<file path="src/lrs_pkg.sv">
`default_nettype none
package lrs_pkg;

    // Destination geometry
    localparam int unsigned DEST_SIZE  = 320;
    localparam int unsigned COORD_W    = $clog2(DEST_SIZE + 1);
    localparam int unsigned DIM_W      = 12;
    localparam int unsigned ADDR_W     = 22;
    localparam int unsigned INV_W      = DIM_W + 17 - $clog2(2 * DEST_SIZE) + 1;
    localparam int unsigned DIV_NUM_W  = DIM_W + 17;
    localparam int unsigned DIV_DEN_W  = DIM_W + 1;
    localparam int unsigned DIV_CNT_W  = $clog2(DIV_NUM_W);
    localparam int unsigned PROD_W     = COORD_W + INV_W;
    localparam int unsigned CFG_IDX_W  = 2;
    localparam int unsigned CFG_DATA_W = DIM_W;

    localparam logic [DIV_DEN_W-1:0] TWO_DEST = DIV_DEN_W'(2 * DEST_SIZE);

    // Configuration register indexes
    localparam logic [CFG_IDX_W-1:0] CFG_WIDTH  = 2'd0;
    localparam logic [CFG_IDX_W-1:0] CFG_HEIGHT = 2'd1;
    localparam logic [CFG_IDX_W-1:0] CFG_PAD    = 2'd2;

    // Geometry division steps
    localparam logic [1:0] GEO_INV = 2'd0;
    localparam logic [1:0] GEO_AW  = 2'd1;
    localparam logic [1:0] GEO_AH  = 2'd2;

    // Result kinds on the output channel
    localparam logic KIND_PIXEL = 1'b0;
    localparam logic KIND_FETCH = 1'b1;

    // RGB565 widening constants
    localparam logic [9:0] R_MUL = 10'd527;
    localparam logic [4:0] R_ADD = 5'd23;
    localparam logic [8:0] G_MUL = 9'd259;
    localparam logic [5:0] G_ADD = 6'd33;

    typedef enum logic [1:0] {
        EMIT_PAD   = 2'd0,
        EMIT_PIX   = 2'd1,
        EMIT_FETCH = 2'd2
    } emit_kind_t;

    typedef struct packed {
        logic       capture;
        logic       geo_start;
        logic       geo_store;
        logic       geo_fin;
        logic       map;
        logic       addr;
        logic       emit;
        emit_kind_t kind;
    } cmd_t;

    typedef struct packed {
        logic awaiting;
        logic geo_ready;
        logic div_done;
        logic geo_last;
        logic active;
        logic out_free;
    } status_t;

endpackage
`default_nettype wire

</file>
<file path="src/lrs_div.sv">
`default_nettype none
module lrs_div (
    input  wire                            aclk,
    input  wire                            aresetn,
    input  wire                            start,
    input  wire [lrs_pkg::DIV_NUM_W-1:0]   numerator,
    input  wire [lrs_pkg::DIV_DEN_W-1:0]   denominator,
    output logic                           done,
    output logic [lrs_pkg::DIV_NUM_W-1:0]  quotient
);
    import lrs_pkg::*;

    logic                 busy_reg, busy_next;
    logic                 done_reg, done_next;
    logic [DIV_CNT_W-1:0] cnt_reg, cnt_next;
    logic [DIV_NUM_W-1:0] quot_reg, quot_next;
    logic [DIV_DEN_W-1:0] rem_reg, rem_next;
    logic [DIV_DEN_W-1:0] den_reg, den_next;
    logic [DIV_DEN_W:0]   trial;

    // restoring division, one quotient bit per cycle
    always_comb begin
        busy_next = busy_reg;
        done_next = 1'b0;
        cnt_next  = cnt_reg;
        quot_next = quot_reg;
        rem_next  = rem_reg;
        den_next  = den_reg;
        trial     = {rem_reg, quot_reg[DIV_NUM_W-1]};
        if (start) begin
            busy_next = 1'b1;
            cnt_next  = DIV_CNT_W'(DIV_NUM_W - 1);
            quot_next = numerator;
            rem_next  = '0;
            den_next  = denominator;
        end else if (busy_reg) begin
            if (trial >= {1'b0, den_reg}) begin
                rem_next = DIV_DEN_W'(trial - {1'b0, den_reg});
                quot_next = {quot_reg[DIV_NUM_W-2:0], 1'b1};
            end else begin
                rem_next = trial[DIV_DEN_W-1:0];
                quot_next = {quot_reg[DIV_NUM_W-2:0], 1'b0};
            end
            cnt_next = cnt_reg - 1'b1;
            if (cnt_reg == '0) begin
                busy_next = 1'b0;
                done_next = 1'b1;
            end
        end
    end

    always_ff @(posedge aclk) begin
        if (!aresetn) begin
            busy_reg <= 1'b0;
            done_reg <= 1'b0;
            cnt_reg  <= '0;
        end else begin
            busy_reg <= busy_next;
            done_reg <= done_next;
            cnt_reg  <= cnt_next;
        end
        quot_reg <= quot_next;
        rem_reg  <= rem_next;
        den_reg  <= den_next;
    end

    assign done     = done_reg;
    assign quotient = quot_reg;

endmodule
`default_nettype wire

</file>
<file path="src/lrs_ctrl.sv">
`default_nettype none
module lrs_ctrl (
    input  wire               aclk,
    input  wire               aresetn,
    input  wire               s_valid,
    input  wire               s_opcode,
    output logic              s_ready,
    input  lrs_pkg::status_t  status,
    output lrs_pkg::cmd_t     cmd
);
    import lrs_pkg::*;

    typedef enum logic [9:0] {
        S_IDLE       = 10'b00_0000_0001,
        S_GEO_START  = 10'b00_0000_0010,
        S_GEO_RUN    = 10'b00_0000_0100,
        S_GEO_FIN    = 10'b00_0000_1000,
        S_CHECK      = 10'b00_0001_0000,
        S_MAP        = 10'b00_0010_0000,
        S_ADDR       = 10'b00_0100_0000,
        S_EMIT_PAD   = 10'b00_1000_0000,
        S_EMIT_PIX   = 10'b01_0000_0000,
        S_EMIT_FETCH = 10'b10_0000_0000
    } state_t;

    state_t state_reg, state_next;

    always_comb begin
        state_next = state_reg;
        cmd        = '0;
        cmd.kind   = EMIT_PAD;
        s_ready    = 1'b0;
        unique case (state_reg)
            S_IDLE: begin
                s_ready = 1'b1;
                if (s_valid) begin
                    cmd.capture = 1'b1;
                    if (s_opcode) begin
                        // drop a returned pixel that nobody asked for
                        state_next = status.awaiting ? S_EMIT_PIX : S_IDLE;
                    end else if (status.awaiting) begin
                        state_next = S_MAP;
                    end else if (!status.geo_ready) begin
                        state_next = S_GEO_START;
                    end else begin
                        state_next = S_CHECK;
                    end
                end
            end
            S_GEO_START: begin
                cmd.geo_start = 1'b1;
                state_next    = S_GEO_RUN;
            end
            S_GEO_RUN: begin
                if (status.div_done) begin
                    cmd.geo_store = 1'b1;
                    state_next    = status.geo_last ? S_GEO_FIN : S_GEO_START;
                end
            end
            S_GEO_FIN: begin
                cmd.geo_fin = 1'b1;
                state_next  = S_CHECK;
            end
            S_CHECK: begin
                state_next = status.active ? S_MAP : S_EMIT_PAD;
            end
            S_MAP: begin
                cmd.map    = 1'b1;
                state_next = S_ADDR;
            end
            S_ADDR: begin
                cmd.addr   = 1'b1;
                state_next = S_EMIT_FETCH;
            end
            S_EMIT_PAD: begin
                cmd.kind = EMIT_PAD;
                if (status.out_free) begin
                    cmd.emit   = 1'b1;
                    state_next = S_IDLE;
                end
            end
            S_EMIT_PIX: begin
                cmd.kind = EMIT_PIX;
                if (status.out_free) begin
                    cmd.emit   = 1'b1;
                    state_next = S_IDLE;
                end
            end
            S_EMIT_FETCH: begin
                cmd.kind = EMIT_FETCH;
                if (status.out_free) begin
                    cmd.emit   = 1'b1;
                    state_next = S_IDLE;
                end
            end
            default: state_next = S_IDLE;
        endcase
    end

    always_ff @(posedge aclk) begin
        if (!aresetn) begin
            state_reg <= S_IDLE;
        end else begin
            state_reg <= state_next;
        end
    end

endmodule
`default_nettype wire

</file>
<file path="src/lrs_dp.sv">
`default_nettype none
module lrs_dp (
    input  wire                              aclk,
    input  wire                              aresetn,
    input  wire                              cfg_wr_en,
    input  wire [lrs_pkg::CFG_IDX_W-1:0]     cfg_index,
    input  wire [lrs_pkg::CFG_DATA_W-1:0]    cfg_wdata,
    input  wire [15:0]                       s_source_pixel,
    input  lrs_pkg::cmd_t                    cmd,
    output lrs_pkg::status_t                 status,
    output logic                             m_valid,
    input  wire                              m_ready,
    output logic                             m_kind,
    output logic [lrs_pkg::ADDR_W-1:0]       m_fetch_address,
    output logic signed [7:0]                m_red_q,
    output logic signed [7:0]                m_green_q,
    output logic signed [7:0]                m_blue_q,
    output logic                             m_frame_end
);
    import lrs_pkg::*;

    // configuration
    logic [DIM_W-1:0] width_reg, height_reg;
    logic [7:0]       pad_reg;

    // scan and geometry state
    logic [COORD_W-1:0] col_reg, row_reg;
    logic [COORD_W-1:0] aw_reg, ah_reg, lpad_reg, tpad_reg;
    logic [INV_W-1:0]   inv_reg;
    logic               awaiting_reg, geo_ready_reg;
    logic [1:0]         step_reg;

    logic [15:0]        pix_reg;
    logic [PROD_W-1:0]  xprod_reg, yprod_reg;
    logic [ADDR_W-1:0]  addr_reg;

    logic               out_valid_reg;
    logic               out_kind_reg;
    logic [ADDR_W-1:0]  out_addr_reg;
    logic [7:0]         out_r_reg, out_g_reg, out_b_reg;
    logic               out_end_reg;

    logic [DIM_W-1:0]     dim_w, dim_h, big;
    logic [DIV_NUM_W-1:0] div_num;
    logic [DIV_DEN_W-1:0] div_den;
    logic                 div_done;
    logic [DIV_NUM_W-1:0] div_quot;
    logic [COORD_W-1:0]   fit_val;
    logic [COORD_W-1:0]   dx, dy;
    logic [COORD_W:0]     x_end, y_end;
    logic [PROD_W:0]      xs_sum, ys_sum;
    logic [PROD_W-16:0]   xs, ys;
    logic [DIM_W-1:0]     sx, sy;
    logic [2*DIM_W:0]     addr_full;
    logic                 out_free, last_px;
    logic [13:0]          r_wide, b_wide;
    logic [14:0]          g_wide;
    logic [7:0]           r8, g8, b8;

    assign dim_w = (width_reg == '0) ? DIM_W'(1) : width_reg;
    assign dim_h = (height_reg == '0) ? DIM_W'(1) : height_reg;
    assign big   = (dim_w > dim_h) ? dim_w : dim_h;

    // divider operands per geometry step
    always_comb begin
        unique case (step_reg)
            GEO_INV: begin
                div_num = {big, 17'd0} + DIV_NUM_W'(DEST_SIZE);
                div_den = TWO_DEST;
            end
            GEO_AW: begin
                div_num = DIV_NUM_W'(dim_w) * DIV_NUM_W'(2 * DEST_SIZE) + DIV_NUM_W'(big);
                div_den = {big, 1'b0};
            end
            default: begin
                div_num = DIV_NUM_W'(dim_h) * DIV_NUM_W'(2 * DEST_SIZE) + DIV_NUM_W'(big);
                div_den = {big, 1'b0};
            end
        endcase
    end

    lrs_div u_div (
        .aclk        (aclk),
        .aresetn     (aresetn),
        .start       (cmd.geo_start),
        .numerator   (div_num),
        .denominator (div_den),
        .done        (div_done),
        .quotient    (div_quot)
    );

    assign fit_val = (div_quot > DIV_NUM_W'(DEST_SIZE)) ? COORD_W'(DEST_SIZE)
                                                       : div_quot[COORD_W-1:0];

    // source coordinate mapping
    assign dx     = col_reg - lpad_reg;
    assign dy     = row_reg - tpad_reg;
    assign x_end  = {1'b0, lpad_reg} + {1'b0, aw_reg};
    assign y_end  = {1'b0, tpad_reg} + {1'b0, ah_reg};
    assign xs_sum = {1'b0, xprod_reg} + (PROD_W+1)'(32768);
    assign ys_sum = {1'b0, yprod_reg} + (PROD_W+1)'(32768);
    assign xs     = xs_sum[PROD_W:16];
    assign ys     = ys_sum[PROD_W:16];
    assign sx     = (xs >= (PROD_W-15)'(dim_w)) ? dim_w - 1'b1 : DIM_W'(xs);
    assign sy     = (ys >= (PROD_W-15)'(dim_h)) ? dim_h - 1'b1 : DIM_W'(ys);
    assign addr_full = (2*DIM_W+1)'(sy) * (2*DIM_W+1)'(dim_w) + (2*DIM_W+1)'(sx);

    // RGB565 widening
    assign r_wide = 14'(pix_reg[15:11]) * 14'(R_MUL) + 14'(R_ADD);
    assign g_wide = 15'(pix_reg[10:5]) * 15'(G_MUL) + 15'(G_ADD);
    assign b_wide = 14'(pix_reg[4:0]) * 14'(R_MUL) + 14'(R_ADD);
    assign r8     = r_wide[13:6];
    assign g8     = g_wide[13:6];
    assign b8     = b_wide[13:6];

    assign out_free = !out_valid_reg || m_ready;
    assign last_px  = (col_reg == COORD_W'(DEST_SIZE - 1)) &&
                      (row_reg == COORD_W'(DEST_SIZE - 1));

    assign status.awaiting  = awaiting_reg;
    assign status.geo_ready = geo_ready_reg;
    assign status.div_done  = div_done;
    assign status.geo_last  = (step_reg == GEO_AH);
    assign status.active    = (col_reg >= lpad_reg) && ({1'b0, col_reg} < x_end) &&
                              (row_reg >= tpad_reg) && ({1'b0, row_reg} < y_end);
    assign status.out_free  = out_free;

    always_ff @(posedge aclk) begin
        if (!aresetn) begin
            width_reg     <= DIM_W'(640);
            height_reg    <= DIM_W'(480);
            pad_reg       <= 8'd128;
            col_reg       <= '0;
            row_reg       <= '0;
            aw_reg        <= '0;
            ah_reg        <= '0;
            lpad_reg      <= '0;
            tpad_reg      <= '0;
            inv_reg       <= '0;
            awaiting_reg  <= 1'b0;
            geo_ready_reg <= 1'b0;
            step_reg      <= GEO_INV;
            out_valid_reg <= 1'b0;
        end else begin
            if (cfg_wr_en) begin
                case (cfg_index)
                    CFG_WIDTH:  width_reg  <= cfg_wdata;
                    CFG_HEIGHT: height_reg <= cfg_wdata;
                    CFG_PAD:    pad_reg    <= cfg_wdata[7:0];
                    default: ;
                endcase
            end
            if (cmd.geo_store) begin
                case (step_reg)
                    GEO_INV: inv_reg <= div_quot[INV_W-1:0];
                    GEO_AW:  aw_reg  <= fit_val;
                    default: ah_reg  <= fit_val;
                endcase
                step_reg <= step_reg + 1'b1;
            end
            if (cmd.geo_fin) begin
                lpad_reg      <= (COORD_W'(DEST_SIZE) - aw_reg) >> 1;
                tpad_reg      <= (COORD_W'(DEST_SIZE) - ah_reg) >> 1;
                geo_ready_reg <= 1'b1;
                step_reg      <= GEO_INV;
            end
            if (cmd.emit) begin
                out_valid_reg <= 1'b1;
                if (cmd.kind == EMIT_FETCH) begin
                    awaiting_reg <= 1'b1;
                end else begin
                    awaiting_reg <= 1'b0;
                    // advance the raster scan, wrap at frame end
                    if (last_px) begin
                        col_reg       <= '0;
                        row_reg       <= '0;
                        geo_ready_reg <= 1'b0;
                    end else if (col_reg == COORD_W'(DEST_SIZE - 1)) begin
                        col_reg <= '0;
                        row_reg <= row_reg + 1'b1;
                    end else begin
                        col_reg <= col_reg + 1'b1;
                    end
                end
            end else if (m_ready) begin
                out_valid_reg <= 1'b0;
            end
        end

        if (cmd.capture) begin
            pix_reg <= s_source_pixel;
        end
        if (cmd.map) begin
            xprod_reg <= PROD_W'(dx) * PROD_W'(inv_reg);
            yprod_reg <= PROD_W'(dy) * PROD_W'(inv_reg);
        end
        if (cmd.addr) begin
            addr_reg <= addr_full[ADDR_W-1:0];
        end
        if (cmd.emit) begin
            unique case (cmd.kind)
                EMIT_FETCH: begin
                    out_kind_reg <= KIND_FETCH;
                    out_addr_reg <= addr_reg;
                    out_r_reg    <= '0;
                    out_g_reg    <= '0;
                    out_b_reg    <= '0;
                    out_end_reg  <= 1'b0;
                end
                EMIT_PIX: begin
                    out_kind_reg <= KIND_PIXEL;
                    out_addr_reg <= '0;
                    out_r_reg    <= r8 ^ 8'h80;
                    out_g_reg    <= g8 ^ 8'h80;
                    out_b_reg    <= b8 ^ 8'h80;
                    out_end_reg  <= last_px;
                end
                default: begin
                    out_kind_reg <= KIND_PIXEL;
                    out_addr_reg <= '0;
                    out_r_reg    <= pad_reg ^ 8'h80;
                    out_g_reg    <= pad_reg ^ 8'h80;
                    out_b_reg    <= pad_reg ^ 8'h80;
                    out_end_reg  <= last_px;
                end
            endcase
        end
    end

    assign m_valid         = out_valid_reg;
    assign m_kind          = out_kind_reg;
    assign m_fetch_address = out_addr_reg;
    assign m_red_q         = out_r_reg;
    assign m_green_q       = out_g_reg;
    assign m_blue_q        = out_b_reg;
    assign m_frame_end     = out_end_reg;

endmodule
`default_nettype wire

</file>
<file path="src/letterbox_resize_rgb565_to_int8_core.sv">
// Letterbox resize of an RGB565 source into a 320x320 signed 8-bit RGB frame.
// Input channel (s_*): opcode 0 asks for the next destination pixel, opcode 1
// returns the source pixel that the last fetch request asked for.
// Output channel (m_*): kind 0 is a finished pixel (frame_end on the last one
// of the frame), kind 1 is a fetch request carrying row*width+column.
// Configuration: write width, height and pad level through cfg_* while idle.
// Throughput: one item at a time; a new item is taken only after the last
// one's result is registered. A pad pixel goes through the check and emit
// steps, a returned pixel straight to emit, a fetch request through check (not
// for a repeat), map, address and emit; a dropped return gives no result. The
// first advance of a frame also runs three serial divisions on the shared divider.
// An advance while a fetch is outstanding repeats the same fetch request.
// Reset: synchronous, aresetn low; registers return to 640, 480 and 128,
// the scan restarts at the top left and geometry is recomputed.
// Stall: a result waits in the output register while m_ready is low; the block
// still takes the next item but holds in its emit step until the register drains.
`default_nettype none
module letterbox_resize_rgb565_to_int8_core (
    input  wire                             aclk,
    input  wire                             aresetn,
    input  wire                             cfg_wr_en,
    input  wire [lrs_pkg::CFG_IDX_W-1:0]    cfg_index,
    input  wire [lrs_pkg::CFG_DATA_W-1:0]   cfg_wdata,
    input  wire                             s_valid,
    output logic                            s_ready,
    input  wire                             s_opcode,
    input  wire [15:0]                      s_source_pixel,
    output logic                            m_valid,
    input  wire                             m_ready,
    output logic                            m_kind,
    output logic [lrs_pkg::ADDR_W-1:0]      m_fetch_address,
    output logic signed [7:0]               m_red_q,
    output logic signed [7:0]               m_green_q,
    output logic signed [7:0]               m_blue_q,
    output logic                            m_frame_end
);
    import lrs_pkg::*;

    cmd_t    cmd;
    status_t status;

    // sequence each item: capture, geometry, mapping, emit
    lrs_ctrl u_ctrl (
        .aclk     (aclk),
        .aresetn  (aresetn),
        .s_valid  (s_valid),
        .s_opcode (s_opcode),
        .s_ready  (s_ready),
        .status   (status),
        .cmd      (cmd)
    );

    // hold scan state, geometry, divider and the output register
    lrs_dp u_dp (
        .aclk            (aclk),
        .aresetn         (aresetn),
        .cfg_wr_en       (cfg_wr_en),
        .cfg_index       (cfg_index),
        .cfg_wdata       (cfg_wdata),
        .s_source_pixel  (s_source_pixel),
        .cmd             (cmd),
        .status          (status),
        .m_valid         (m_valid),
        .m_ready         (m_ready),
        .m_kind          (m_kind),
        .m_fetch_address (m_fetch_address),
        .m_red_q         (m_red_q),
        .m_green_q       (m_green_q),
        .m_blue_q        (m_blue_q),
        .m_frame_end     (m_frame_end)
    );

`ifndef NO_ASSERTIONS
    a_fetch_clean: assert property (@(posedge aclk) disable iff (!aresetn)
        (m_valid && m_kind == KIND_FETCH) |->
        (!m_frame_end && m_red_q == 8'sd0 && m_green_q == 8'sd0 && m_blue_q == 8'sd0))
        else $error("fetch request carries pixel data");

    a_geo_drop: assert property (@(posedge aclk) disable iff (!aresetn)
        $fell(status.geo_ready) |-> ($past(cmd.emit) && m_frame_end))
        else $error("geometry dropped outside frame end");

    a_emit_free: assert property (@(posedge aclk) disable iff (!aresetn)
        cmd.emit |-> status.out_free)
        else $error("result emitted over a pending one");
`endif

endmodule
`default_nettype wire

</file>
<file path="config.mk">
export PLATFORM = sky130hd
export DESIGN_NAME = letterbox_resize_rgb565_to_int8_core
export DESIGN_NICKNAME = d
export VERILOG_FILES = /design/src/lrs_pkg.sv /design/src/lrs_div.sv /design/src/lrs_ctrl.sv /design/src/lrs_dp.sv /design/src/letterbox_resize_rgb565_to_int8_core.sv
export SDC_FILE = /design/constraint.sdc
export NUM_CORES = 2
export LEC_CHECK = 0
export BUFFER_PORTS_ARGS = -buffer_cell sky130_fd_sc_hd__buf_2
export CAP_MARGIN = 10
export CORE_MARGIN = 1.5
export CORE_UTILIZATION = 40
export CTS_CLUSTER_DIAMETER = 50
export DETAILED_ROUTE_END_ITERATION = 7
export PLACE_DENSITY_LB_ADDON = 0.12
export SLEW_MARGIN = 5
export SYNTH_ARGS = -nofsm -noshare
export SYNTH_HDL_FRONTEND = slang
export SYNTH_SLANG_ARGS = --single-unit
</file>
<file path="constraint.sdc">
create_clock -name aclk -period 8.3 [get_ports aclk]
set_clock_uncertainty 0.1 [all_clocks]
set_input_delay 1.66 -clock aclk [delete_from_list [all_inputs] [get_ports aclk]]
set_output_delay 1.66 -clock aclk [all_outputs]
set_load 0.01 [all_outputs]
</file>
# Word level (Yosys, flattened, before mapping)
# Index checks and enable logic that the tools add are counted.
[classes] eq_ne=21 n_mux=52 reduce_logical=28 bitwise_logic=8 n_mul=8 magnitude_cmp=9 addsub=22
[ops] cell="$pmux W10 S8" count=1
[ops] cell="$add A29 B16 Y30 const B" count=2
[ops] cell="$mux W12" count=5
[ops] cell="$mul A9 B20 Y29" count=2
[ops] cell="$mux W29" count=2
[ops] cell="$pmux W29 S2" count=1
[ops] cell="$mux W9" count=6
[ops] cell="$pmux W8 S2" count=3
[ops] cell="$add A22 B12 Y23" count=2
[ops] cell="$mux W10" count=4
[ops] cell="$mul A12 B3 Y15 const B" count=2
[ops] cell="$add A29 B9 Y29 const B" count=1
[ops] cell="$gt A29 B9 Y1 const B" count=1
[ops] cell="$add A14 B5 Y14 const B" count=2
[ops] cell="$ge A14 B12 Y1" count=2
[ops] cell="$mul A5 B10 Y14 const B" count=2
[ops] cell="$logic_not A12 Y1" count=2
[ops] cell="$sub A12 B1 Y12 const B" count=2
[ops] cell="$add A22 B12 Y22" count=1
[ops] cell="$mul A12 B12 Y22" count=1
[ops] cell="$mux W1" count=22
[ops] cell="$add A8 B9 Y10" count=2
[ops] cell="$lt A9 B10 Y1" count=2
[ops] cell="$add A9 B1 Y9 const B" count=2
[ops] cell="42 further kinds" count=76
[word_totals] ff_bits=325 word_cells=181 inputBits=36 out_inout_bits=50

# Depth between registers and ports, before layout
[depth] ltp_word=7 mapped_depth=36 ltp_nobuf=33

# Cells and area by module
# From an unflattened synthesis, not the netlist that was laid out.
[unflattened] cells_unflattened=3697 hier_area_um2=34189.0
[modules_own_cells] module="lrs_dp" area_each_um2=30219.0 n_inst=1 cells_per_inst=3331 seq_area_each_um2=5605.4
[modules_own_cells] module="lrs_div" area_each_um2=3256.9 n_inst=1 cells_per_inst=283 seq_area_each_um2=1661.6
[modules_own_cells] module="lrs_ctrl" area_each_um2=713.2 n_inst=1 cells_per_inst=83 seq_area_each_um2=200.2

# Worst setup path before layout
# OpenSTA, ideal clock, no wires.
[synth_path] path_kind="register to register" from="reg u_dp.height_reg[2]" to="reg u_dp.addr_reg[21] (data pin)" setup_slack_ns=0.468 n_path_buf=3 path_stages_with_launch=35 arrival_time_ns=7.472 synth_period_minus_slack_ns=7.832 setup_time_ns=0.260 path_cell_list="dfxtp_1 > nor4_2 > nand3_1 > nor3_1 > a21oi_1 > inv_1 > ha_1 > nand2b_1 > a31oi_1 > o211ai_1 > a41oi_1 > buf_2 > buf_2 > a21oi_1 > buf_2 > and2_1 > fa_1 > inv_1 > fa_1 > inv_1 > fa_1 > inv_1 > fa_1 > fa_1 > inv_1 > ha_1 > a21o_1 > nand2_1 > nand3_1 > nand3_1 > a31oi_1 > a311o_1 > a21o_1 > a21oi_1 > xnor2_1"
[synth_via] elab_chain_cells=6 elab_cells_between_ends=7
[synth_lines] element="start: declaration" line_no="lrs_dp.sv:23" rtl="logic [DIM_W-1:0] width_reg, height_reg;"
[synth_lines] element="start signal: assignment" line_no="lrs_dp.sv:148" rtl="CFG_HEIGHT: height_reg <= cfg_wdata;"
[synth_lines] element="$logic_not A12 Y1" line_no="lrs_dp.sv:61" rtl="assign dim_h = (height_reg == '0) ? DIM_W'(1) : height_reg;"
[synth_lines] element="$mux W12 *" line_no="lrs_dp.sv:61"
[synth_lines] element="$sub A12 B1 Y12 / $ge A14 B12 Y1 (equally long branches)" line_no="lrs_dp.sv:105" rtl="assign sy = (ys >= (PROD_W-15)'(dim_h)) ? dim_h - 1'b1 : DIM_W'(ys);"
[synth_lines] element="$mux W12 *" line_no="lrs_dp.sv:105"
[synth_lines] element="$mul A12 B12 Y22 *" line_no="lrs_dp.sv:106" rtl="assign addr_full = (2*DIM_W+1)'(sy) * (2*DIM_W+1)'(dim_w) + (2*DIM_W+1)'(sx);"
[synth_lines] element="$add A22 B12 Y22 *" line_no="lrs_dp.sv:106"
[synth_lines] element="via u_dp.addr_full[21]" line_no="lrs_dp.sv:54" rtl="logic [2*DIM_W:0] addr_full;"
[synth_lines] element="end signal: assignment" line_no="lrs_dp.sv:198" rtl="addr_reg <= addr_full[ADDR_W-1:0];"
[synth_lines] element="end: declaration" line_no="lrs_dp.sv:35" rtl="logic [ADDR_W-1:0] addr_reg;"
# The timed path passes the listed nets; every way through them passes the cells marked *.
# A chain may end at the register's enable or synchronous reset.

# Worst setup path in the final report
[layout_path] from="reg u_dp.yprod_reg[17]" to="reg u_dp.addr_reg[21] (data pin)"
[layout_via] elab_chain_cells=5
[layout_lines] element="start: declaration" line_no="lrs_dp.sv:34" rtl="logic [PROD_W-1:0] xprod_reg, yprod_reg;"
[layout_lines] element="start signal: assignment" line_no="lrs_dp.sv:195" rtl="yprod_reg <= PROD_W'(dy) * PROD_W'(inv_reg);"
[layout_lines] element="$add A29 B16 Y30 *" line_no="lrs_dp.sv:101" rtl="assign ys_sum = {1'b0, yprod_reg} + (PROD_W+1)'(32768);"
[layout_lines] element="$ge A14 B12 Y1" line_no="lrs_dp.sv:105"
[layout_lines] element="$mux W12 *" line_no="lrs_dp.sv:105"
[layout_lines] element="$mul A12 B12 Y22 *" line_no="lrs_dp.sv:106"
[layout_lines] element="$add A22 B12 Y22 *" line_no="lrs_dp.sv:106"
[layout_lines] element="via u_dp.addr_full[21]" line_no="lrs_dp.sv:54"
# Marked as above.

==> summary.md <==
| Metric | Value |
|---|---|
| Status | finished, final reports clean |
| # DRC | 0 |
| Root Driver | clkbuf_16 |
| Die W | ~290 microns |
| CTS tree | built |
| Number of global-route vias before repair | 25.0k |
| DP HPWL | around 66,000 microns |
| Final hold slack | about 0.37 ns |
| CP max FO | 12 |
| Synth Warn # | 0 |
| Max Cap Viol | 0 |
| Routability congestion estimate | about 0.86 |
| Top cell type's share of synthesized area | 23.0% |
| Sequential area share after synthesis | roughly 22% |
| Antenna Nets Post-Route | 0 |
| Finish-stage setup viols | 0 |
| Layout area overhead | 9.81% |
| Ys flop type | edfxtp_1 |
| Nets | ~4.5k |
| Crit share post-route | between 90% and 100% |
| Gr usage total | about a fifth |
| Lkg Pwr | ~17 nW |
| GR Overflow Total | 0 |
| Rows | around 110 |
| Cell-internal power | 3.44 mW |
| Clock Latency Late Sink | ~0.58 ns |
| Top-count cell post-synth | inv_1 |
| Avg Cell Area, Syn | about 9.1 sq um |
| Yosys reg bits | ~290 |
| CP max-delay cell | fa_1 |
| Crit. End Element | flip-flop |
| Vias per cell | about 5.1 |
| Number of synthesized flops with an enable pin | about 160 |
| Drt pass-1 iters | 5 |
| IO Port Bufs | 85 |
| I/O Pins | 86 |
| Reg clk slew, reported paths | about 0.060 ns |
| Inst Count DP | ~4.8k |
| Crit path DAT | roughly 8 ns |
| Synth Net Count | approximately 4.5k |
| Cell taking the most area after synthesis | fa_1 |
| Worst Path Required | 8.50 ns |
| Hold Path Class | reg -> reg |
| Synth area leaders | fa_1 (23%), edfxtp_1 (14%), ha_1 (13%), dfxtp_1 (8.3%), inv_1 (5.9%) |
| Combinational power share | between 30% and 40% |
| Clk network pwr share | a little over a third |
| Initial drt markers | ~1.2k |
| H-Tree Depth | 2 |
| Mapped Cells | about 3.7k |
| Initial Util | between 40 and 50% |
| Slowest stage delay, CP | around 0.54 ns |
| CP top delay family | adder cells |
| Post-synthesis cell type count | 91 |
| Die Y | around 290 microns |
| Net Sw Frac | between 30% and 40% |
| Largest net degree at the start of global routing | between 70 and 80 |
| Routed WL | 84,900 microns |
| Clk buf depth | 3 |
| CP Launch Type | flip-flop |
| Worst Path Buf+Inv | 7 |
| Hold Fails Final Rpt | 0 |
| CTS buffer count | 42 |
| Crit Path Category | reg -> reg |
| Fin cells | 4,872 |
| Core ar. | approximately 84,000 sq um |
| Relative slew margins | ~27% |
| Share of post-route cells with drive strength above 1 | a little over 8% |
| CTS sink count | a little under 300 |
| Power Density | roughly 140 nW/um^2 |
| Hold-fix buffer count after cts | 0 |
| Initial antenna violation count | 2 |
| Flop pwr share | between 30% and 40% |
| WL per Instance | 17.4 microns |
| Switch Pwr | between 1.5 and 2 mW |
| Worst-Margin Slew | between 1 and 1.5 ns |
| Maximum vdd drop | 0.000124 V |
| Via count | approximately 25k |
| Netlist Area Pre-Place | around 34,000 sq um |
| Fmax achieved | about 0.13 GHz |
| Largest register FFs | 29 |
| Synth top cells by count | inv_1 (527), nand2_1 (472), fa_1 (387) |
| Post-synth ARST share | 0% |
| Slew Limit Fails | 0 |
| Final min period | about 8 ns |
| Die area | around 86,000 sq um |
| First-pass GRT wire length | about 140,000 microns |
==> cells by family (layout without fill, tap and decap cells) <==
| logic type | count (synthesis) | in the layout | synth area share, % |
|---|---|---|---|
| multiplexers | 54 | 54 | 1.67 |
| adder cells (fa/ha/maj) | 746 | 746 | 36.3 |
| AO/OA/AOI/OAI | 502 | 502 | 9.32 |
| AND/OR/NAND/NOR | 1222 | 1222 | 17.8 |
| flip-flops | 294 | 294 | 22.1 |
| XOR/XNOR | 187 | 187 | 4.86 |
| buffers and inverters | 716 | 785 | 8.04 |
| other | 0 | 2 | 0 |
==> path summary, 6_finish.rpt <==
kind | cells past startpoint | end | startpoint | slack (ns)
max | 33 | u_dp.addr_reg[21] | u_dp.yprod_reg[17] | 0.36
min | 2 | u_dp.step_reg[1] | u_dp.step_reg[1] | 0.37
max reg2reg | 33 | u_dp.addr_reg[21] | u_dp.yprod_reg[17] | 0.36
min reg2reg | 2 | u_dp.step_reg[1] | u_dp.step_reg[1] | 0.37
==> power groups by stage <==
stage / Clock (mW) / Sequential (mW) / Combinational (mW)
6_report: 1.80 / 1.66 / 1.71
5_1_grt: 1.90 / 1.67 / 1.98
4_1_cts: 1.85 / 1.66 / 1.71
3_5_place_dp: 0 / 1.69 / 1.70
3_3_place_gp: 0 / 1.69 / 1.69
2_1_floorplan: 0 / 1.68 / 1.35
==> timing repair <==
item                                    CTS  global route
setup buffers                             0            10
gates resized for setup                   0            16
endpoints found under the setup margin    0             4
==> cell usage in the layout (no fill, tap or decap), types with 22 or more instances in the layout <==
master and n:
ha_1 358, fa_1 387, a21oi_1 184, a21o_1 35, nor2_1 193, o21ai_0 92
dfxtp_1 139, buf_2 85, nand2_1 472, xnor2_1 114, nand4_1 31, inv_1 526
mux2i_1 40, nand2b_1 67, nor3_1 50, buf_4 92, nand3_1 41, nor2b_1 38
clkbuf_16 43, edfxtp_1 155, and2_1 230, xor2_1 70, o21a_1 27, a211oi_1 22
==> through the flow <==
| step | setup TNS (ns) | power [mW] | worst slack, ns | utilization (%) | instance area, sq um |
|---|---|---|---|---|---|
| after floorplan | 0 | 3.03 | 0.468 | - | 33700 |
| after global placement | 0 | 3.39 | 0.322 | 42.4 | 35500 |
| after detailed placement | 0 | 3.39 | 0.252 | 42.4 | 35500 |
| after CTS | 0 | 5.23 | 0.248 | 44.1 | 36900 |
| after global routing | -0.119 | 5.55 | -0.0594 | 44.3 | 37000 |
| final | 0 | 5.18 | 0.364 | 44.3 | 37000 |
==> layout make-up <==
type                            instances  area (sq um)
Clock inverter                         30           325
Tap cell                             1080          1350
Sequential cell                       294          7440
Inverter                              531          1990
Antenna cell                            2          5.00
Multi-Input combinational cell       2711         23700
Clock buffer                           45          1070
Fill cell                            8148         46500
Timing Repair Buffer                  179          1160
==> layer usage <==
layer | vias to the layer above | global-route usage [%] | wire length (microns)
li1 | 12100 | - | -
met1 | 12100 | 29.7 | 42200
met2 | 408 | 32.5 | 38500
met3 | 87 | 1.66 | 2790
met4 | 2 | 3.76 | 1350
met5 | - | 0 | 13
==> worst register-to-register path, delay by kind of cell (launching register included) <==
family	cells	cell delay, ns
AO/OA/AOI/OAI	9	1.66
XOR/XNOR	2	0.25
adder cells (fa/ha/maj)	7	3.20
buffers and inverters	7	0.63
flip-flops	1	0.40
multiplexers	1	0.34
AND/OR/NAND/NOR	7	1.13
No activity file was read; power rests on OpenSTA's default activity.
